<file path="config.mk">
export PLATFORM = sky130hd
export DESIGN_NAME = rtos_priority_ready_scheduler_flat
export DESIGN_NICKNAME = d
export VERILOG_FILES = /design/src/sv/rprs_pkg.sv /design/src/sv/rprs_if.sv /design/src/sv/rtos_priority_ready_scheduler.sv /design/src/sv/rprs_cell.sv /design/src/sv/rprs_flag_cell.sv /design/src/flat_wrapper.sv
export SDC_FILE = /design/constraint.sdc
export NUM_CORES = 2
export LEC_CHECK = 0
export ABC_AREA = 1
export BUFFER_PORTS_ARGS = -buffer_cell sky130_fd_sc_hd__clkbuf_2
export CAP_MARGIN = 15
export CORE_MARGIN = 5
export CORE_UTILIZATION = 65
export DETAILED_ROUTE_END_ITERATION = 6
export GPL_ROUTABILITY_DRIVEN = 0
export PLACE_DENSITY_LB_ADDON = 0.05
export REMOVE_ABC_BUFFERS = 1
export SYNTH_ARGS = -nofsm -noshare
export SYNTH_HDL_FRONTEND = slang
export SYNTH_SLANG_ARGS = --single-unit
</file>
<file path="constraint.sdc">
create_clock -name clk -period 10.29 [get_ports clk]
set_input_delay 1.5435 -clock clk [delete_from_list [all_inputs] [get_ports clk]]
set_output_delay 1.5435 -clock clk [all_outputs]
set_load 0.02 [all_outputs]
</file>
<file path="src/sv/rprs_pkg.sv">
// Package: opcodes, status codes, controller states and cell control struct for the scheduler.
package rprs_pkg;
	localparam int OP_W = 3;
	localparam int PRIO_W = 6;
	localparam int TIME_W = 32;
	localparam int STAT_W = 2;
	localparam int LOAD_W = 7;

	typedef enum logic [OP_W-1:0] {
		OP_TICK = 3'd0, OP_CREATE = 3'd1, OP_DELETE = 3'd2,
		OP_SLEEP = 3'd3, OP_SUSPEND = 3'd4, OP_RESUME = 3'd5,
		OP_RSV6 = 3'd6, OP_RSV7 = 3'd7
	} opcode_t;

	typedef enum logic [STAT_W-1:0] {
		ST_OK = 2'd0, ST_TAKEN = 2'd1, ST_NO_TASK = 2'd2, ST_IDLE_DEL = 2'd3
	} status_t;

	typedef enum logic [1:0] {
		S_IDLE, S_SCAN, S_PICK, S_OUT
	} state_t;

	// Broadcast from the controller to every wake-time cell.
	typedef struct packed {
		logic             scan;     // compare wake time this cycle
		logic [TIME_W-1:0] now;     // tick value to compare against
	} cell_ctl_t;
endpackage

</file>
<file path="src/sv/rprs_if.sv">
// Valid/ready channel interfaces for scheduler operations and results.
interface rprs_in_if;
	logic       valid;
	logic       ready;
	logic [2:0] opcode;
	logic [5:0] task_prio;
	logic [31:0] sleep_ticks;
	logic       idle_counting;
	modport source (output valid, opcode, task_prio, sleep_ticks, idle_counting, input ready);
	modport sink (input valid, opcode, task_prio, sleep_ticks, idle_counting, output ready);
endinterface

interface rprs_out_if;
	logic       valid;
	logic       ready;
	logic [1:0] status;
	logic [5:0] next_prio;
	logic       none_ready;
	logic [6:0] cpu_load;
	modport source (output valid, status, next_prio, none_ready, cpu_load, input ready);
	modport sink (input valid, status, next_prio, none_ready, cpu_load, output ready);
endinterface

</file>
<file path="src/sv/rtos_priority_ready_scheduler.sv">
// Top level: bitmap priority task scheduler with a rotating wake-time ring.
//
//  channel | dir | payload
//  op      | in  | opcode, task_prio, sleep_ticks, idle_counting
//  res     | out | status, next_prio, none_ready, cpu_load
//
// Non-tick ops go from accept through S_PICK to the result in S_OUT. A tick rotates the ring of
// NUM_TASKS cells once in S_SCAN, one cell per cycle past the head compare, then goes on
// to S_PICK and S_OUT. The priority pick is registered in S_PICK.
// After the result beat the block returns to S_IDLE, where it takes the next op beat.
// Reset clears flags, counters and load but leaves task 0 existing and ready; wake times are unset until slept.
// One op in flight; a stalled result holds in its register, no new beat taken.
module rtos_priority_ready_scheduler #(
	parameter int NUM_TASKS    = 64,
	parameter int WINDOW_TICKS = 1000
) (
	input  logic        clk,
	input  logic        arst_n,
	rprs_in_if.sink     op,
	rprs_out_if.source  res
);
	import rprs_pkg::*;
	localparam int IW = $clog2(NUM_TASKS);
	localparam int CW = $clog2(NUM_TASKS + 1);
	localparam int WW = $clog2(WINDOW_TICKS + 1);
	localparam int PW = $clog2(WINDOW_TICKS);
	localparam int RW = $clog2(WINDOW_TICKS + 100);

	state_t state_q, state_d;
	logic [NUM_TASKS-1:0] exists_q, ready_q, susp_q;
	logic [NUM_TASKS-1:0] dly;
	logic [TIME_W-1:0]    tick_q;
	logic [WW-1:0]        idle_q;
	logic [LOAD_W-1:0]    iq_q;
	logic [RW-1:0]        ir_q;
	logic [PW-1:0]        phase_q;
	logic [LOAD_W-1:0]    load_q;
	logic [CW-1:0]        cnt_q;
	logic [STAT_W-1:0]    stat_q;
	logic [PRIO_W-1:0]    best_q;
	logic                 any_q;
	cell_ctl_t            ctl;

	logic valid_p, present;
	logic [IW-1:0] pi;
	assign valid_p = {26'b0, op.task_prio} < 32'(NUM_TASKS);
	assign pi = IW'(op.task_prio);
	assign present = valid_p && exists_q[pi];

	logic [TIME_W-1:0] val [NUM_TASKS];
	logic [NUM_TASKS-1:0] hit, load_w, set_d, clr_d;
	logic scan;
	assign scan = (state_q == S_SCAN);
	assign ctl.scan = scan;
	assign ctl.now = tick_q;

	// Ring: cell i takes from cell i+1, head wraps; after NUM_TASKS shifts home.
	// During a scan only the head compare may clear a delayed flag, as it leaves cell 0.
	for (genvar i = 0; i < NUM_TASKS; i++) begin : g_ring
		localparam int NX = (i + 1) % NUM_TASKS;
		rprs_cell u_cell (.clk, .ctl, .load(load_w[i]),
			.load_val(tick_q + op.sleep_ticks), .prev_val(val[NX]),
			.val(val[i]), .hit(hit[i]));
		rprs_flag_cell u_flag (.clk, .arst_n, .scan, .set(set_d[i]), .clr(clr_d[i]),
			.prev_dly(dly[NX]), .hit_clr((NX == 0) ? hit[0] : 1'b0), .dly(dly[i]));
	end

	// Task held in cell 0 during scan step k is (k mod N); wake when it matches.
	logic [IW-1:0] head;
	assign head = IW'(cnt_q);
	logic wake;
	assign wake = scan && dly[0] && hit[0];

	logic accept;
	assign op.ready = (state_q == S_IDLE);
	assign accept = op.valid && op.ready;

	always_comb begin
		load_w = '0; set_d = '0; clr_d = '0;
		if (accept) begin
			unique case (opcode_t'(op.opcode))
				OP_CREATE: if (valid_p && !present) clr_d[pi] = 1'b1;
				OP_DELETE: if (op.task_prio != '0 && present) clr_d[pi] = 1'b1;
				OP_SLEEP: if (present && op.sleep_ticks != '0) begin
					load_w[pi] = 1'b1; set_d[pi] = 1'b1;
				end
				default: ;
			endcase
		end
	end

	always_comb begin
		state_d = state_q;
		unique case (state_q)
			S_IDLE: if (accept) state_d = (opcode_t'(op.opcode) == OP_TICK) ? S_SCAN : S_PICK;
			S_SCAN: if (cnt_q == CW'(NUM_TASKS - 1)) state_d = S_PICK;
			S_PICK: state_d = S_OUT;
			S_OUT: if (res.ready) state_d = S_IDLE;
			default: state_d = S_IDLE;
		endcase
	end

	// Idle count with a running quotient: idle * 100 = iq * WINDOW_TICKS + ir.
	logic [WW-1:0] idle_n;
	logic [LOAD_W-1:0] iq_n;
	logic [RW-1:0] ir_n, ir_sum;
	logic idle_inc, ir_wrap;
	assign idle_inc = op.idle_counting && idle_q < WW'(WINDOW_TICKS);
	assign ir_sum = ir_q + RW'(100);
	assign ir_wrap = ir_sum >= RW'(WINDOW_TICKS);
	always_comb begin
		idle_n = idle_q; iq_n = iq_q; ir_n = ir_q;
		if (idle_inc) begin
			idle_n = idle_q + 1'b1;
			if (ir_wrap) begin
				iq_n = iq_q + 1'b1;
				ir_n = ir_sum - RW'(WINDOW_TICKS);
			end else begin
				ir_n = ir_sum;
			end
		end
	end

	logic [IW-1:0] best_c;
	logic any_c;
	always_comb begin
		best_c = '0; any_c = 1'b0;
		for (int q = 0; q < NUM_TASKS; q++)
			if (ready_q[q]) begin best_c = IW'(q); any_c = 1'b1; end
	end

	always_ff @(posedge clk or negedge arst_n) begin
		if (!arst_n) begin
			state_q <= S_IDLE;
			exists_q <= NUM_TASKS'(1); ready_q <= NUM_TASKS'(1); susp_q <= '0;
			tick_q <= '0; idle_q <= '0; phase_q <= '0; load_q <= '0; cnt_q <= '0;
			iq_q <= '0; ir_q <= '0;
		end else begin
			state_q <= state_d;
			if (accept) begin
				cnt_q <= '0;
				unique case (opcode_t'(op.opcode))
					OP_TICK: begin
						tick_q <= tick_q + 1'b1;
						// window closes on a multiple of WINDOW_TICKS, and at the wrap to zero
						if (phase_q == PW'(WINDOW_TICKS - 1) || tick_q == '1) begin
							phase_q <= '0;
							load_q <= LOAD_W'(100) - iq_n;
							idle_q <= '0; iq_q <= '0; ir_q <= '0;
						end else begin
							phase_q <= phase_q + 1'b1;
							idle_q <= idle_n; iq_q <= iq_n; ir_q <= ir_n;
						end
					end
					OP_CREATE: if (valid_p && !present) begin
						exists_q[pi] <= 1'b1; ready_q[pi] <= 1'b1; susp_q[pi] <= 1'b0;
					end
					OP_DELETE: if (op.task_prio != '0 && present) begin
						exists_q[pi] <= 1'b0; ready_q[pi] <= 1'b0; susp_q[pi] <= 1'b0;
					end
					OP_SLEEP: if (present && op.sleep_ticks != '0) ready_q[pi] <= 1'b0;
					OP_SUSPEND: if (present && !susp_q[pi]) begin
						susp_q[pi] <= 1'b1; ready_q[pi] <= 1'b0;
					end
					OP_RESUME: if (present && susp_q[pi]) begin
						susp_q[pi] <= 1'b0;
						if (!dly[pi]) ready_q[pi] <= 1'b1;
					end
					default: ;
				endcase
			end
			if (scan) begin
				cnt_q <= cnt_q + 1'b1;
				if (wake && !susp_q[head]) ready_q[head] <= 1'b1;
			end
		end
	end

	// wake clears the flag of cell 0 via hit_clr of the cell that takes from it (cell NUM_TASKS-1)
	always_ff @(posedge clk) begin
		if (accept) begin
			if (opcode_t'(op.opcode) == OP_CREATE)
				stat_q <= !valid_p ? ST_NO_TASK : present ? ST_TAKEN : ST_OK;
			else if (opcode_t'(op.opcode) == OP_DELETE)
				stat_q <= (op.task_prio == '0) ? ST_IDLE_DEL : !present ? ST_NO_TASK : ST_OK;
			else if (opcode_t'(op.opcode) == OP_SLEEP || opcode_t'(op.opcode) == OP_SUSPEND
				|| opcode_t'(op.opcode) == OP_RESUME)
				stat_q <= present ? ST_OK : ST_NO_TASK;
			else stat_q <= ST_OK;
		end
		if (state_q == S_PICK) begin
			best_q <= PRIO_W'(best_c); any_q <= any_c;
		end
	end

	assign res.valid = (state_q == S_OUT);
	assign res.status = stat_q;
	assign res.next_prio = any_q ? best_q : '0;
	assign res.none_ready = ~any_q;
	assign res.cpu_load = load_q;
endmodule

</file>
<file path="src/sv/rprs_cell.sv">
// One wake-time cell of the delay ring: holds an entry, rotates it, flags a match.
module rprs_cell (
	input  logic                 clk,
	input  rprs_pkg::cell_ctl_t  ctl,
	input  logic                 load,
	input  logic [31:0]          load_val,
	input  logic [31:0]          prev_val,
	output logic [31:0]          val,
	output logic                 hit
);
	import rprs_pkg::*;
	logic [TIME_W-1:0] val_q;
	// rotate one place per scan cycle; load takes the write from the controller
	always_ff @(posedge clk) begin
		if (load) val_q <= load_val;
		else if (ctl.scan) val_q <= prev_val;
	end
	assign val = val_q;
	assign hit = ctl.scan && (val_q == ctl.now);
endmodule

</file>
<file path="src/sv/rprs_flag_cell.sv">
// Per-task flag cell of the status ring: holds a delayed bit, rotates with the wake times.
module rprs_flag_cell (
	input  logic clk,
	input  logic arst_n,
	input  logic scan,
	input  logic set,
	input  logic clr,
	input  logic prev_dly,
	input  logic hit_clr,
	output logic dly
);
	logic dly_q;
	always_ff @(posedge clk or negedge arst_n) begin
		if (!arst_n) dly_q <= 1'b0;
		else if (set) dly_q <= 1'b1;
		else if (clr) dly_q <= 1'b0;
		else if (scan) dly_q <= prev_dly & ~hit_clr;
	end
	assign dly = dly_q;
endmodule

</file>
<file path="src/flat_wrapper.sv">
// flat-port wrapper written by rule: the top's interface ports become plain ports
module rtos_priority_ready_scheduler_flat import rprs_pkg::*;
#(
	parameter int NUM_TASKS    = 64,
	parameter int WINDOW_TICKS = 1000
)
  (clk, arst_n, op_valid, op_opcode, op_task_prio, op_sleep_ticks, op_idle_counting, op_ready, res_valid, res_status, res_next_prio, res_none_ready, res_cpu_load, res_ready);
  rprs_in_if op_i ();
  rprs_out_if res_i ();
  input  logic clk;
  input  logic arst_n;
  input wire logic [$bits(op_i.valid)-1:0] op_valid;
  input wire logic [$bits(op_i.opcode)-1:0] op_opcode;
  input wire logic [$bits(op_i.task_prio)-1:0] op_task_prio;
  input wire logic [$bits(op_i.sleep_ticks)-1:0] op_sleep_ticks;
  input wire logic [$bits(op_i.idle_counting)-1:0] op_idle_counting;
  output wire logic [$bits(op_i.ready)-1:0] op_ready;
  output wire logic [$bits(res_i.valid)-1:0] res_valid;
  output wire logic [$bits(res_i.status)-1:0] res_status;
  output wire logic [$bits(res_i.next_prio)-1:0] res_next_prio;
  output wire logic [$bits(res_i.none_ready)-1:0] res_none_ready;
  output wire logic [$bits(res_i.cpu_load)-1:0] res_cpu_load;
  input wire logic [$bits(res_i.ready)-1:0] res_ready;
  assign op_i.valid = op_valid;
  assign op_i.opcode = op_opcode;
  assign op_i.task_prio = op_task_prio;
  assign op_i.sleep_ticks = op_sleep_ticks;
  assign op_i.idle_counting = op_idle_counting;
  assign op_ready = op_i.ready;
  assign res_valid = res_i.valid;
  assign res_status = res_i.status;
  assign res_next_prio = res_i.next_prio;
  assign res_none_ready = res_i.none_ready;
  assign res_cpu_load = res_i.cpu_load;
  assign res_i.ready = res_ready;
  rtos_priority_ready_scheduler #(.NUM_TASKS(NUM_TASKS), .WINDOW_TICKS(WINDOW_TICKS)) u_core (.clk(clk), .arst_n(arst_n), .op(op_i), .res(res_i));
endmodule
</file>
# Word level (Yosys, flattened, before mapping)
# Cells that the tools add are included.
# W data, S select, Z words.
totals:
  output_inout_bits: 18
  regBits: 2399
  in_bits: 46
  wordCells: 801
classes:
  eq_ne: 19
  reduce_logical: 166
  addsub: 9
  bitwise_logic: 11
  n_lt_le_gt_ge: 6
  mux: 443
op_table:
  columns: ["operator", "n"]
  rows:
  - ["$mux W32", 128]
  - ["$mux W64", 21]
  - ["$pmux W64 S5", 1]
  - ["$or A64 B64 Y64", 4]
  - ["$pmux W64 S2", 2]
  - ["$pmux W64 S4", 1]
  - ["$mux W1", 202]
  - ["$and A64 B64 Y64", 3]
  - ["$reduce_bool A3 Y1", 64]
  - ["$mux W5", 32]
  - ["$reduce_bool A2 Y1", 67]
  - ["$mux W4", 16]
  - ["$not A64 Y64", 1]
  - ["$reduce_or A63 Y1", 1]
  - ["$mux W7", 5]
  - ["$mux W11", 3]
  - ["$add A32 B1 Y32 const B", 1]
  - ["$add A32 B32 Y32", 1]
  - ["$eq A32 B32 Y1", 1]
  - ["$eq A32 B32 Y1 const B", 1]
  - ["$reduce_bool A32 Y1", 1]
  - ["$reduce_or A32 Y1", 1]
  - ["$mux W10", 3]
  - ["$mux W2", 13]
  - ["other kinds (41)", 81]

# Depth between registers and ports, before layout
depth:
  depth_word: 62
  depth_mapped: 61
  ltp_nobuf: 61

# Hierarchy
# From an unflattened synthesis, not the netlist that was laid out.
unflattened:
  cells_unflattened: 20628
  hier_area_um2: 146885.9
by_module_without_submodules:
  columns: ["mod", "seq_area_each_um2", "cells_per_inst", "n_inst", "area_per_inst_um2"]
  rows:
  - ["rprs_cell", 960.9, 272, 64, 1944.4]
  - ["rtos_priority_ready_scheduler", 7179.4, 2644, 1, 18923.1]
  - ["rprs_flag_cell", 25.0, 9, 64, 55.1]

# Least setup slack after synthesis
# Ideal clock, no wire load.
synth_timing:
  kind: "input -> register"
  startpoint: "input op_sleep_ticks[2]"
  endpoint: "register u_core.g_ring[0].u_cell.val_q[31], data pin"
  setup_slack_ns: 4.898
  required_ns: 10.030
  path_buffers: 1
  t_arrival_ns: 5.132
  setup_time_ns: 0.260
  cell_stages: 32
  cell_sequence: "ha_1 > nand2_1 > nor2_2 > a211oi_2 > o21ai_2 > nand3_1 > nand2_1 > nand3_1 > nand2_2 > a31oi_2 > inv_2 > a21oi_1 > o21bai_4 > a21oi_2 > inv_2 > a21oi_2 > o21ai_2 > nand2_1 > nand2_1 > nand2_1 > nand2_2 > a21oi_2 > o21bai_2 > a21oi_2 > o21bai_2 > a21oi_2 > o21bai_4 > nand3_2 > o21ai_4 > xor2_4 > buf_6 > mux2_2"
synth_between:
  elab_chain_cells: 6
  word_cells_on_any_way: 7
  cone_classes: "add/sub (1); mux (4); reduce/logical (2)"
synth_lines:
  columns: ["item", "line_no", "rtl"]
  rows:
  - ["from (decl)", "flat_wrapper.sv:15", "input wire logic [$bits(op_i.sleep_ticks)-1:0] op_sleep_ticks;"]
  - ["branches (longest 5 deep; another with $add A32 B32 Y32)", null, null]
  - ["$mux W32 *", "rprs_cell.sv:15", "if (load) val_q <= load_val;"]
  - ["to (signal assigned)", "rprs_cell.sv:15", null]
  - ["to (signal assigned)", "rprs_cell.sv:16", "else if (ctl.scan) val_q <= prev_val;"]
  - ["to (decl)", "rprs_cell.sv:12", "logic [TIME_W-1:0] val_q;"]
# Mark *: on every way between the ends.
# A chain may end at the register's enable or synchronous reset.

# Final worst setup path
layout_timing:
  startpoint: "input op_task_prio[1]"
  endpoint: "register u_core.g_ring[52].u_flag.dly_q"
layout_between:
  elab_chain_cells: 9
  word_cells_on_any_way: 20
  cone_classes: "order compare (2); mux (13); reduce/logical (5)"
layout_lines:
  columns: ["item", "line_no", "rtl"]
  rows:
  - ["from (decl)", "flat_wrapper.sv:14", "input wire logic [$bits(op_i.task_prio)-1:0] op_task_prio;"]
  - ["$lt A6 B7 Y1 (not written as such) or $ge A6 B1 Y1 (tied branches)", "rtos_priority_ready_scheduler.sv:82, rtos_priority_ready_scheduler.sv:83, rtos_priority_ready_scheduler.sv:85", null]
  - ["$logic_and A1 B1 Y1 (not written as such)", "rtos_priority_ready_scheduler.sv:82, rtos_priority_ready_scheduler.sv:83, rtos_priority_ready_scheduler.sv:85", null]
  - ["$mux W1 (not written as such)", "rtos_priority_ready_scheduler.sv:82, rtos_priority_ready_scheduler.sv:83, rtos_priority_ready_scheduler.sv:85", null]
  - ["$demux W1 S6", null, null]
  - ["$mux W64 (on tied branches)", "rtos_priority_ready_scheduler.sv:83, rtos_priority_ready_scheduler.sv:82", null]
  - ["$pmux W64 S2", "rtos_priority_ready_scheduler.sv:81", "unique case (opcode_t'(op.opcode))"]
  - ["$mux W64", "rtos_priority_ready_scheduler.sv:80", "if (accept) begin"]
  - ["$mux W1", "rprs_flag_cell.sv:16", "else if (clr) dly_q <= 1'b0;"]
  - ["$mux W1", "rprs_flag_cell.sv:15", "else if (set) dly_q <= 1'b1;"]
  - ["to (signal assigned)", "rprs_flag_cell.sv:17", "else if (scan) dly_q <= prev_dly & ~hit_clr;"]
  - ["to (decl)", "rprs_flag_cell.sv:12", "logic dly_q;"]
# Several ways; a longest one is shown, not always the timed one. The select of a mux whose other input is x is not followed.

==> flow_results.org <==
** Cells and area
- After the last flow step, the layout net total stands at 8643.
- Share of cells above drive strength 1 :: 21.3%
- Once layout is done, the placed cells without fillers occupy 117000 sq um.
- Compared with the post-synthesis result, the final layout area differs by 9.47%.

** Critical path
- Required time of the worst setup path :: 11000 ps
- STA classifies the critical path startpoint as an input port.
- Crit path max-delay family :: buffers and inverters
- R2R Setup Slk :: 4160 ps
- CP Buf/Inv Count :: 7
- Worst-path maximum fanout :: 33
- Critical path cell sequence :: clkbuf_2, inv_1, nor3_2, buf_4, a22o_1, a221oi_1, nand4_1, a221oi_1, nand2_1, nand2_1, buf_4, clkinv_1, nand2_1, nor2_1, inv_1, nand2_1, buf_4, o21ai_0, o31ai_1, nand2_1
- Data on the critical path arrives at its endpoint at 7480 ps.
- In this design, the stage delay of the slowest critical-path cell is 960 ps.
- STA classifies the critical path endpoint as a flop.
- Among the stages of the critical path, the cell type that occurs most often is sky130_fd_sc_hd__nand2_1.
- On the critical path, the stage with the largest delay is an instance of sky130_fd_sc_hd__nor3_2.
- By startpoint and endpoint, the worst setup path is classified as in2reg.

** Min path
- Type of the most critical hold path :: reg2reg

** Place
- Detailed placement finished with a half-perimeter wire length of 164000 um.
- Cell area after placement :: 110000 sq um
- I/O Buffers :: 63

** Detailed routing
- Initial DRT Pass Iterations :: 7
- Summed over all layers, the routed wires come to 273000 um.
- In this run the remaining antenna-violating nets after routing total 0.
- In the routed layout, each cell is associated on average with a via count of 6.35.
- In the routed design, unresolved DRC markers number 102.
- Number of DRC markers after the initial detailed-route iteration :: 8268
- After detailed routing, the average wire length per cell comes to 24.9 um.
- The final route contains 69540 vias.

** GRT
- Entering global routing, the biggest net connects 80 pins.
- First-pass GRT wire length :: 418000 um
- The initial antenna violation count is 6.
- Vias in the first global route :: 69198
- Summed over all layers, the global routing overflow is 0.
- Across every metal layer, demand over resource in global routing totals 31.3%.

** Logic synthesis
- Synthesis instantiated 70 different standard cells from the library.
- Top-area cell type share of the netlist area :: 57.7%
- Post-synthesis instance area :: 107000 sq um
- Sorting the synthesized cells by area gives the leading types as sky130_fd_sc_hd__edfxtp_1 (58%), sky130_fd_sc_hd__mux2_2 (12%), sky130_fd_sc_hd__dfrtp_1 (7.9%).
- Average size of a mapped cell :: 12.4 sq um
- Most used standard cell by instance count after synthesis :: sky130_fd_sc_hd__edfxtp_1
- Proportion of synthesized chip area in sequential cells :: 65.7%
- Library cell occupying the most area in the post-synthesis netlist :: sky130_fd_sc_hd__edfxtp_1
- Main flop type after synthesis :: sky130_fd_sc_hd__edfxtp_1
- In this run, synthesis inferred 2057 flip-flops with an integrated enable.
- Of all flip-flops after synthesis, the portion carrying an async set or reset was 14.2%.
- #FFs+latches synth :: 2397
- After technology mapping, the gate count stands at 8640.
- Synth warn :: 0
- Synth cell count leaders :: sky130_fd_sc_hd__edfxtp_1 (2057), sky130_fd_sc_hd__nand2_1 (1786), sky130_fd_sc_hd__mux2_2 (1170), sky130_fd_sc_hd__o21ai_0 (1104), sky130_fd_sc_hd__clkbuf_1 (516)

** Clock network
- CTS tree :: done
- Setup Fix Bufs, Post-CTS :: 0
- The tree built by TritonCTS fans out to 2397 sinks.
- The number of hold buffers added after CTS was 0.
- The root buffer cell chosen for the clock tree is sky130_fd_sc_hd__clkbuf_16.
- Clock transition time at the flip-flop clock pins of the worst setup and hold paths :: 70 ps
- Worst-skew pair later-pin latency :: 860 ps
- TritonCTS created 233 clock buffers.
- # resized after CTS :: 0
- Clock tree buffer depth :: 3
- H-Tree Level Count :: 4

** Timing
- Final worst path period need :: 6780 ps
- Slew Viols, Final :: 0
- Final hold violations :: 0
- Static timing analysis puts the maximum clock frequency at 148 MHz.
- Final setup viols :: 0
- Tightest Pin Transition :: 1260 ps
- Setup repair after global routing left no endpoint under its margin.
- Worst relative slew slack :: 15.4%
- The worst path uses 65.9% of the clock period.
- The clock arrives with 35.4 ps of skew.

** Power
- For this design the ratio of total power to cell area is 257 nW/um^2.
- Part of the power in the clock network :: 27.7%
- Overall power after layout :: 30.1 mW
- Proportion of power drawn by flip-flops and latches :: 51.3%
- Sw power :: 8.98 mW
- P_leak :: 43.5 nW
- Combinational logic is responsible for 21.0% of the overall power.
- Worst voltage drop across the vdd grid :: 0.618 mV
- Internal power comes to 21.1 mW.
- Switching part of the total :: 29.9%

** Die
- CORE AREA :: 164000 sq um
- Floorplan row count :: 149
- The floorplan step set the die height to 416 um.
- The floorplan step set the die width to 416 um.
- Once the floorplan was initialized, standard cells occupied 65.2% of the core.
- I/O pin total :: 64
- The die covers 173000 sq um.

** Run
- Max-cap violations in this run came to 0.

** Outcome
- The flow ran to the end, but the final reports show violations.
- Failing checks :: DRC
[sequential cells by signal (all words and copies together), names as in the netlist, 7 cells and up]
register and count:
u_core.tick_q 32, u_core.cnt_q 7, u_core.g_ring.u_cell.val 2048, u_core.res.cpu_load 7
u_core.phase_q 10, u_core.iq_q 7, u_core.idle_q 10, u_core.g_ring.u_flag.dly 64
u_core.exists_q 64, u_core.ir_q 9, u_core.susp_q 64, u_core.ready_q 64
[worst paths after layout]
kind,startpoint,endpoint,depth (start not counted)
min in group asynchronous,arst_n,u_core.ir_q[10],1
hold reg to reg,u_core.exists_q[0],u_core.exists_q[0],2
hold / removal,u_core.exists_q[0],u_core.exists_q[0],2
setup / recovery,op_task_prio[1],u_core.g_ring[52].u_flag.dly,20
setup reg to reg,u_core.tick_q[0],u_core.g_ring[26].u_cell.val[30],31
max in group asynchronous,arst_n,u_core.g_ring[19].u_flag.dly,3
[cells by family (layout without fill, tap and decap cells)]
kind of cell | Yosys count | count (layout) | share of synthesized area, %
adder cells (fa/ha/maj) | 46 | 46 | 0.545
multiplexers | 1170 | 1170 | 12.3
flip-flops | 2397 | 2397 | 65.7
XOR/XNOR | 87 | 87 | 0.761
AND/OR/NAND/NOR | 2354 | 2354 | 8.71
other | 0 | 5 | 0
AO/OA/AOI/OAI | 1542 | 1542 | 8.20
buffers and inverters | 1044 | 1156 | 3.80
[stage by stage]
stage                     hold slack, ps  util [%]  std cells  TNS (ps)  setup WS (ps)
after CTS                            479      71.3      10939         0           3820
after floorplan                      444         -       8041    -45340           -872
after global placement               458      66.8      10502         0           2940
after global routing                 500      71.3      10942         0           3480
after detailed placement             470      66.8      10503         0           2920
final                                484      71.3      10946         0           3510
[metal layers]
layer | GRT usage [%] | vias up | routed length [um]
met5 | 0 | - | 0
met4 | 12.5 | 0 | 12000
met3 | 7.92 | 725 | 28100
met2 | 47.9 | 3571 | 124000
met1 | 43.6 | 34334 | 109000
li1 | - | 30910 | -
[cell usage in the layout (no fill, tap or decap), drive strengths merged, types with 152 or more instances in the layout]
cell    netlist  final
buf          83    213
clkbuf      516    356
clkinv       46    152
dfrtp       338    338
edfxtp     2057   2057
inv         399    415
mux2       1170   1170
nand2      1789   1789
nor2        292    292
o21ai      1113   1113
[final cells by class]
type,instances,area (sq um)
diodes,5,12.5
inverters,445,1680
flip-flops and latches,2397,70300
well taps,2189,2740
fillers,11267,47100
multi-input cells,5199,33100
clock buffers,294,6260
repair buffers,275,1970
clock inverters,142,1120
[power groups by stage]
stage                     sequential (mW)  clock, mW  combinational (mW)
after floorplan                      15.2          0                3.98
after detailed placement             15.5          0                6.20
final                                15.4       8.34                6.31
after CTS                            15.4       8.44                6.26
after global routing                 15.6       8.87                6.89
after global placement               15.5          0                6.03
[worst reg2reg max path: cells and delay by family (launching register included)]
kind / cells / cell delay (ps)
AND/OR/NAND/NOR: 14 / 1670
AO/OA/AOI/OAI: 9 / 1740
XOR/XNOR: 1 / 170
flip-flops: 1 / 510
adder cells (fa/ha/maj): 2 / 670
multiplexers: 1 / 370
buffers and inverters: 4 / 870
Power figures use the tool's default switching activity.
